File: config.mk
export PLATFORM = sky130hd
export DESIGN_NAME = mcmr_ctrl
export DESIGN_NICKNAME = d
export VERILOG_FILES = /design/src/rtl/mcmr_pkg.sv /design/src/rtl/mcmr_ctrl.sv
export SDC_FILE = /design/constraint.sdc
export NUM_CORES = 1
export LEC_CHECK = 0
export BUFFER_PORTS_ARGS = -buffer_cell sky130_fd_sc_hd__buf_2
export CAP_MARGIN = 20
export CORE_AREA = 2 2 39 41
export CTS_CLUSTER_DIAMETER = 30
export DETAILED_ROUTE_END_ITERATION = 10
export DIE_AREA = 0 0 41 43
export PLACE_DENSITY = 0.71
export SLEW_MARGIN = 30
export SYNTH_ARGS = -nofsm -noshare
export SYNTH_HDL_FRONTEND = slang
export SYNTH_SLANG_ARGS = --single-unit
File: constraint.sdc
create_clock -name clk_i -period 5.6 [get_ports clk_i]
set_clock_uncertainty 0.2 [all_clocks]
set_input_delay 1.68 -clock clk_i [delete_from_list [all_inputs] [get_ports clk_i]]
set_output_delay 1.68 -clock clk_i [all_outputs]
set_load 0.01 [all_outputs]
File: src/rtl/mcmr_pkg.sv
// Shared types and constants for the maze cell merge / relabel unit.
// No dependencies; imported by every rtl module of the block.
package mcmr_pkg;

  // Direction codes of an input item
  localparam logic [1:0] DIR_UP    = 2'd0;
  localparam logic [1:0] DIR_DOWN  = 2'd1;
  localparam logic [1:0] DIR_RIGHT = 2'd2;
  localparam logic [1:0] DIR_LEFT  = 2'd3;

  // Configuration register indexes
  localparam logic CFG_GRID_COLS = 1'b0;
  localparam logic CFG_GRID_ROWS = 1'b1;

  localparam int unsigned CFG_W      = 6;
  localparam int unsigned COORD_W    = 5;
  localparam int unsigned DIR_W      = 2;
  localparam int unsigned OUT_LBL_W  = 10;
  localparam int unsigned S_DATA_W   = 16;
  localparam int unsigned M_DATA_W   = 16;
  localparam logic [CFG_W-1:0] GRID_RESET = 6'd32;

  // Controller -> datapath commands
  typedef struct packed {
    logic init_step;  // clearing pass: write one entry
    logic load_item;  // capture the accepted input item
    logic eval;       // read data valid: latch the result label
    logic do_merge;   // open wall and cell, latch relabel pair, clear scan counters
    logic scan_step;  // issue one relabel read and advance the scan
    logic load_out;   // move the result into the output register
  } mcmr_cmd_t;

  // Datapath -> controller status
  typedef struct packed {
    logic init_last;
    logic merge_ok;
    logic scan_last;
    logic out_free;
  } mcmr_sts_t;

endpackage

File: src/rtl/mcmr_ctrl.sv
// Sequencing state machine of the maze cell merge / relabel unit.
// Depends on mcmr_pkg (command and status structs).
module mcmr_ctrl import mcmr_pkg::*; (
  input  logic      clk_i,
  input  logic      rst_ni,
  input  logic      in_valid_i,
  output logic      in_ready_o,
  input  mcmr_sts_t sts_i,
  output mcmr_cmd_t cmd_o
);

  typedef enum logic [6:0] {
    S_INIT  = 7'b0000001,
    S_IDLE  = 7'b0000010,
    S_READ  = 7'b0000100,
    S_EVAL  = 7'b0001000,
    S_SCAN  = 7'b0010000,
    S_DRAIN = 7'b0100000,
    S_OUT   = 7'b1000000
  } state_e;

  state_e state_q, state_d;

  always_ff @(posedge clk_i or negedge rst_ni) begin
    if (!rst_ni) begin
      state_q <= S_INIT;
    end else begin
      state_q <= state_d;
    end
  end

  assign in_ready_o = (state_q == S_IDLE);

  always_comb begin
    state_d = state_q;
    cmd_o   = '0;
    unique case (state_q)
      S_INIT: begin
        cmd_o.init_step = 1'b1;
        if (sts_i.init_last) state_d = S_IDLE;
      end
      S_IDLE: begin
        if (in_valid_i) begin
          cmd_o.load_item = 1'b1;
          state_d         = S_READ;
        end
      end
      // labels and wall bits are fetched here, registered at the edge
      S_READ: state_d = S_EVAL;
      S_EVAL: begin
        cmd_o.eval = 1'b1;
        if (sts_i.merge_ok) begin
          cmd_o.do_merge = 1'b1;
          state_d        = S_SCAN;
        end else begin
          state_d = S_OUT;
        end
      end
      S_SCAN: begin
        cmd_o.scan_step = 1'b1;
        if (sts_i.scan_last) state_d = S_DRAIN;
      end
      // last compare / write-back of the scan pipe
      S_DRAIN: state_d = S_OUT;
      S_OUT: begin
        if (sts_i.out_free) begin
          cmd_o.load_out = 1'b1;
          state_d        = S_IDLE;
        end
      end
      default: state_d = S_INIT;
    endcase
  end

endmodule

==> results of run 1 <==
-- cell usage after synthesis (all sizes together) (2+ instances only) --
| library cell | n | area, um2 |
|---|---|---|
| inv | 6 | 22.5 |
| nor2 | 4 | 15.0 |
| or2 | 2 | 12.5 |
| nand3 | 2 | 10.0 |
| dfrtp | 6 | 150 |
| nand2 | 2 | 7.51 |
| and2 | 4 | 25.0 |
| buf | 2 | 16.3 |
| a311o | 2 | 20.0 |
| a211o | 2 | 17.5 |
| nand2b | 2 | 12.5 |
| or3b | 4 | 35.0 |
| nor4 | 5 | 37.5 |
-- per-layer routing --
metal | up-vias | wire, um | global-route usage
met5 | - | 0 | 0
met1 | 212 | 500 | 0.217
met4 | 0 | 0 | 0.0600
li1 | 231 | - | -
met3 | 0 | 73 | 0.0471
met2 | 17 | 542 | 0.213
-- final cells by class --
class	count	share of cell area
multi-input combinational	40	0.471
sequential	7	0.301
timing repair buffer	13	0.111
clock buffer	4	0.0448
inverter	6	0.0384
tap	16	0.0341
-- how the worst max path moves through the flow --
stage                            from        to  slack, ns  cells after the start
2_1_floorplan                sts_i[2]  cmd_o[2]       1.88                      1
3_3_place_gp                 sts_i[2]  cmd_o[2]       1.68                      3
3_5_place_dp                 sts_i[2]  cmd_o[2]       1.66                      3
4_1_cts                      sts_i[2]  cmd_o[2]       1.66                      3
5_1_grt        state_q[1]$_DFFE_PN0P_  cmd_o[0]       1.62                      4
6_report                     sts_i[2]  cmd_o[2]       1.65                      3
-- worst max-delay path: cells and delay by family --
family | cells | cell delay [ns]
buffers and inverters | 2 | 0.24
and+or+nand+nor | 1 | 0.14
-- where the power goes --
part	internal (W)	switching, W
logic	0.0000545	0.0000510
registers	0.0000657	0.0000233
clock network	0.0000272	0.0000188
-- cell families after synthesis --
logic type | share of synthesized area
AND/OR/NAND/NOR | 0.382
AO/OA/AOI/OAI | 0.181
buffers and inverters | 0.0789
flip-flops | 0.359
-- per-stage QoR --
step           cell area (um2)  power, W  worst slack (ns)
6_report                   587  0.000241              1.65
5_1_grt                    587  0.000260              1.62
4_1_cts                    587  0.000244              1.66
3_5_place_dp               561  0.000193              1.66
3_3_place_gp               561  0.000191              1.68
2_1_floorplan              492  0.000172              1.88
==> results_dict.tcl, run 1 <==
set metrics [dict create \
    maxSlewViolCount 0 \
    initial_core_util 0.355 \
    regArea_um2 176 \
    synth_area_per_cell_um2 8.94 \
    port_buffers 13 \
    crit_path_end_kind "primary output" \
    clk_pin_slew_ns 0.05 \
    cts.sinks 7 \
    yosys_warnings 0 \
    ys_ff_latch 7 \
    coreArea_mm2 0.00138 \
    maxSlewHeadroom 0.685 \
    setup_viol 0 \
    grt-ovfl-total 0 \
    synth_cells 55 \
    status "finished clean" \
    synthArstFlopShare 1.00 \
    syn2layout_area_growth_pct 19.3 \
    fin_hold_ws_ns 0.438 \
    hold_start "state_q[1]$_DFFE_PN0P_" \
    post_cts_buffers 0 \
    cts-buffers-inserted 3 \
    antennaDiodeCount 0 \
    grt_pass1_wl_um 1810 \
    synth_fp_nets 62 \
    cts_resized 0 \
    final_util 0.424 \
    wl_per_cell_um 13.0 \
    worst_pin_slew_ns 0.468 \
    clkLatencyLatePin_ns 0.25 \
    multi_input_area_um2 277 \
    die_h_um 43 \
    instances_no_fill 86 \
    hold_violations 0 \
    cp_slowest_cell "and2_1" \
    min_to "state_q[3]$_DFFE_PN0P_" \
    final_cell_mix "buf_2, inv_1, dfrtp_1, nor2_1, nor4_1" \
    p_leak_nw 0.284 \
    first_global_vias 403 \
    drc 0 \
    ys_types 30 \
    post-route-period-util 0.704 \
    ant_nets 0 \
    drive_gt1_frac 0.329 \
    drt_pass1_iterations 4 \
    drt-initial-drc-count 15 \
    holdPathStages 1 \
    vdd_drop_max_uv 201 \
    worstReg2RegEnd "state_q[0]$_DFFE_PN1P_" \
    r2r_slack_ns 3.57 \
    final_common_cell "buf_2" \
    critPathLaunchType "input port" \
    netlist_area_um2 492 \
    cts.root.buffer_cell "clkbuf_4" \
    placed_cells 82 \
    max_stage_delay_ns 0.14 \
    fin_crit_ns 3.95 \
    rsz0062_at_grt "no" \
    num_rows 14 \
    crit_chain "buf_2, and2_1, buf_2" \
    regMostFlops "state_q" \
    largest_register_ffs 7 \
    rr_startpoint "state_q[1]$_DFFE_PN0P_" \
    required_ns 3.72 \
    drt_wl_total_um 1120 \
    arrival_ns 2.07 \
    die_area_mm2 0.00176 \
    place_congestion 0.747 \
    viasPerCell 5.35 \
    ys_seq_area_frac 0.359 \
    fin_tns_setup_ns 0 \
    dp_hpwl_um 825 \
    synth_edf_count 0 \
    ctsHtreeMaxLevel 1 \
    hold_path.class "register to register" \
    ys.flop_type "dfrtp_1" \
    reg2regPathDepth 4 \
    via_count 460 \
    fmax_mhz 253 \
    cts_tree "built" \
    n_fill_cell 140 \
    clockBufferDepth 2 \
    critical_path_class "input port to primary output" \
    io_pins 14 \
    path_common_cell "buf_2" \
    grt_use_total 0.153 \
    reg_top3 "state_q x7" \
    power_density_mw_per_mm2 410 \
    antenna_found_initial 0 \
    cap_violations 0 \
    critPathMaxFanout 2 \
    grt_max_degree 11 \
    die_x_um 41 \
    final_nets 78 \
    hold_buffers 0 \
]
(Power assumes the default switching activity.)
==> inputs of run 2 (changes only) <==
PLACE_DENSITY = 0.73   (was 0.71)
clock period = 3.3 ns   (was 5.6 ns; I/O delays follow)
==> results_dict.tcl, run 2 (synthesis gave the netlist of run 1 again) <==
set metrics [dict create \
    status "finished clean" \
    fmax_mhz 320 \
    final_cell_mix "buf_2, inv_1, dfrtp_1, nor2_1, nor4_1" \
    maxSlewHeadroom 0.731 \
    cts_resized 0 \
    cp_slowest_cell "or4_4" \
    rr_startpoint "state_q[1]$_DFFE_PN0P_" \
    regMostFlops "state_q" \
    fin_hold_ws_ns 0.365 \
    coreArea_mm2 0.00138 \
    cts-buffers-inserted 3 \
    power_density_mw_per_mm2 692 \
    crit_buf_inv 1 \
    worst_pin_slew_ns 0.400 \
    cts_tree "built" \
    grt_use_total 0.133 \
    drt_pass1_iterations 3 \
    crit_chain "or4_4, nor4_1, and2_1, buf_2" \
    wl_met1_um 533 \
    clockBufferDepth 2 \
    num_rows 14 \
    initial_core_util 0.355 \
    fin_tns_setup_ns 0 \
    setup_viol 0 \
    reg_top3 "state_q x7" \
    cts.sinks 7 \
    required_ns 2.11 \
    die_x_um 41 \
    final_util 0.424 \
    die_area_mm2 0.00176 \
    via_count 448 \
    ctsHtreeMaxLevel 1 \
    place_congestion 0.796 \
    final_common_cell "buf_2" \
    port_buffers 13 \
    cp_top_family "simple AND/OR/NAND/NOR gates" \
    dp_hpwl_um 776 \
    grt-ovfl-total 0 \
    critPathMaxFanout 10 \
    drt-initial-drc-count 12 \
    crit_path_end_kind "primary output" \
    hold_path.class "input port to async pin" \
    drc 0 \
    ant_nets 0 \
    routed.top_layer "met3" \
    wl_per_cell_um 11.7 \
    vdd_drop_max_uv 339 \
    hold_buffers 0 \
    first_global_vias 380 \
    final_nets 78 \
    rsz0062_at_grt "no" \
    fin_crit_ns 3.13 \
    grt_pass1_wl_um 1550 \
    drt_wl_total_um 1010 \
    wl_met3_um 25 \
    die_h_um 43 \
    antennaDiodeCount 0 \
    antenna_found_initial 0 \
    critical_path_class "register to primary output" \
    syn2layout_area_growth_pct 19.3 \
    post_cts_buffers 0 \
    arrival_ns 1.94 \
    viasPerCell 5.21 \
    clkLatencyLatePin_ns 0.24 \
    n_fill_cell 144 \
    io_pins 14 \
    cts.root.buffer_cell "clkbuf_4" \
    p_leak_nw 0.284 \
    cap_violations 0 \
    largest_register_ffs 7 \
    drive_gt1_frac 0.329 \
    post-route-period-util 0.947 \
    maxSlewViolCount 0 \
    max_stage_delay_ns 0.60 \
    wl_met2_um 451 \
    startpoint "state_q[1]$_DFFE_PN0P_" \
    critPathLaunchType "register" \
    clk_pin_slew_ns 0.05 \
    grt_max_degree 11 \
    hold_violations 0 \
]
==> run 2: worst paths after layout <==
check	depth (start not counted)	end	slack, ns
worst max-delay path	4	cmd_o[0]	0.17
worst min-delay path	1	state_q[3]$_DFFE_PN0P_	0.36
worst max register to register	4	state_q[0]$_DFFE_PN1P_	1.32
worst min register to register	1	state_q[6]$_DFFE_PN0P_	0.42
max in group asynchronous	1	state_q[0]$_DFFE_PN1P_	2.31
min in group clk_i	1	state_q[6]$_DFFE_PN0P_	0.42
==> run 2: area by class of cell <==
| type | count | area, um2 | area share |
|---|---|---|---|
| repair buffers | 13 | 65.1 | 0.111 |
| multi-input cells | 40 | 277 | 0.471 |
| inverters | 6 | 22.5 | 0.0384 |
| flip-flops and latches | 7 | 176 | 0.301 |
| clock buffers | 4 | 26.3 | 0.0448 |
| well taps | 16 | 20.0 | 0.0341 |
==> run 2: metal layers <==
metal,track usage,vias up
met1,0.194,205
met4,0.100,0
met2,0.172,7
met5,0,-
met3,0.0157,0
li1,-,236
==> run 2: stage by stage <==
step	cell area, um2	worst slack (ns)	total power, W	instances
6_report	587	0.175	0.000406	86
5_1_grt	587	0.0585	0.000440	86
4_1_cts	587	0.179	0.000410	86
3_5_place_dp	561	0.462	0.000331	82
3_3_place_gp	561	0.455	0.000328	82
2_1_floorplan	492	0.571	0.000292	55
==> run 2: power by group <==
| group | switching, W | internal, W |
|---|---|---|
| logic | 0.0000880 | 0.0000924 |
| clock network | 0.0000281 | 0.0000459 |
| registers | 0.0000399 | 0.000112 |
==> inputs of run 3 (changes only) <==
CTS_BUF_LIST = sky130_fd_sc_hd__clkbuf_16   (was not set)
SETUP_SLACK_MARGIN = 0.05   (was not set)
==> results_dict.tcl, run 3 (synthesis gave the netlist of run 1 again) <==
set metrics [dict create \
    p_leak_nw 0.311 \
    hold_violations 0 \
    gr-usage-met2 0.181 \
    setup_viol 0 \
    fmax_mhz 323 \
    final_common_cell "buf_2" \
    hold_buffers 0 \
    grt_use_total 0.133 \
    switching_share 0.319 \
    drt-initial-drc-count 11 \
    maxSlewViolCount 0 \
    num_rows 14 \
    cts_resized 0 \
    required_ns 2.11 \
    seq_power_share 0.285 \
    regArea_um2 176 \
    cp_slowest_cell "or4_4" \
    die_h_um 43 \
    coreArea_mm2 0.00138 \
    clockBufferDepth 2 \
    ant_nets 0 \
    final_nets 78 \
    drt_wl_total_um 1050 \
    status "finished clean" \
    drt_pass1_iterations 4 \
    wl_per_cell_um 12.2 \
    viasPerCell 5.38 \
    p_clk_frac 0.375 \
    grt_pass1_wl_um 1570 \
    comb_power_share 0.339 \
    use_met3 0.0157 \
    post_cts_buffers 0 \
    final_util 0.462 \
    clk_pin_slew_ns 0.04 \
    cts.root.buffer_cell "clkbuf_16" \
    hold_path.class "input port to async pin" \
    use_met1 0.194 \
    syn2layout_area_growth_pct 30.0 \
    drc 0 \
    first_global_vias 375 \
    reg_top3 "state_q x7" \
    worst_pin_slew_ns 0.397 \
    antenna_found_initial 0 \
    p_int_w 0.000362 \
    final_cell_mix "buf_2, inv_1, dfrtp_1, nor2_1, nor4_1" \
    fin_tns_setup_ns 0 \
    crit_buf_inv 1 \
    arrival_ns 1.91 \
    drive_gt1_frac 0.329 \
    critical_path_class "register to primary output" \
    max_stage_delay_ns 0.59 \
    grt_busiest_layer "met1" \
    via_count 463 \
    critPathMaxFanout 10 \
    power_density_mw_per_mm2 830 \
    dp_hpwl_um 776 \
    post-route-period-util 0.938 \
    largest_register_ffs 7 \
    fin_hold_ws_ns 0.387 \
    place_congestion 0.796 \
    maxSlewHeadroom 0.733 \
    n_fill_cell 137 \
    initial_core_util 0.355 \
    clkLatencyLatePin_ns 0.23 \
    cts.sinks 7 \
    die_area_mm2 0.00176 \
    multi_input_area_um2 277 \
    fin_crit_ns 3.10 \
    critPathLaunchType "register" \
    crit_path_end_kind "primary output" \
    cts-buffers-inserted 3 \
    cp_top_family "simple AND/OR/NAND/NOR gates" \
    regMostFlops "state_q" \
    switching_power_w 0.000169 \
    port_buffers 13 \
    ctsHtreeMaxLevel 1 \
    grt-ovfl-total 0 \
    die_x_um 41 \
    cts_tree "built" \
    grt_max_degree 11 \
    cap_violations 0 \
    antennaDiodeCount 0 \
    io_pins 14 \
    rsz0062_at_grt "no" \
    vdd_drop_max_uv 468 \
    crit_chain "or4_4, nor4_1, and2_1, buf_2" \
]
## run 3: metrics by stage
step	total power, W	setup WS (ns)	cell area [um2]	std cells
global route	0.000564	0.101	639	86
global placement	0.000328	0.455	561	82
CTS	0.000533	0.209	639	86
floorplan	0.000292	0.571	492	55
finish	0.000531	0.204	639	86
detailed placement	0.000331	0.462	561	82
## run 3: final timing paths
check	startpoint	to	slack [ns]	depth (start not counted)
setup / recovery	state_q[1]$_DFFE_PN0P_	cmd_o[0]	0.20	4
hold / removal	rst_ni	state_q[3]$_DFFE_PN0P_	0.39	1
setup reg to reg	state_q[1]$_DFFE_PN0P_	state_q[0]$_DFFE_PN1P_	1.33	4
hold reg to reg	state_q[4]$_DFFE_PN0P_	state_q[6]$_DFFE_PN0P_	0.43	1
max in group asynchronous	rst_ni	state_q[0]$_DFFE_PN1P_	2.29	1
min in group clk_i	state_q[4]$_DFFE_PN0P_	state_q[6]$_DFFE_PN0P_	0.43	1
## run 3: power groups by stage
stage / clock, W / combinational (W) / sequential [W]
5_1_grt: 0.000208 / 0.000199 / 0.000156
6_report: 0.000199 / 0.000180 / 0.000151
4_1_cts: 0.000202 / 0.000181 / 0.000150
3_5_place_dp: 0 / 0.000180 / 0.000150
2_1_floorplan: 0 / 0.000160 / 0.000132
3_3_place_gp: 0 / 0.000179 / 0.000149
## run 3: layout make-up
type                            instances  area share
Timing Repair Buffer                   13       0.102
Tap cell                               16      0.0313
Sequential cell                         7       0.276
Inverter                                6      0.0352
Clock buffer                            3       0.117
Clock inverter                          1     0.00587
Multi-Input combinational cell         40       0.432
## run 3: per-layer routing
| layer | vias up | routed length (um) |
|---|---|---|
| li1 | 234 | - |
| met1 | 213 | 542 |
| met2 | 14 | 445 |
| met3 | 2 | 32 |
| met4 | 0 | 27 |
| met5 | - | 0 |
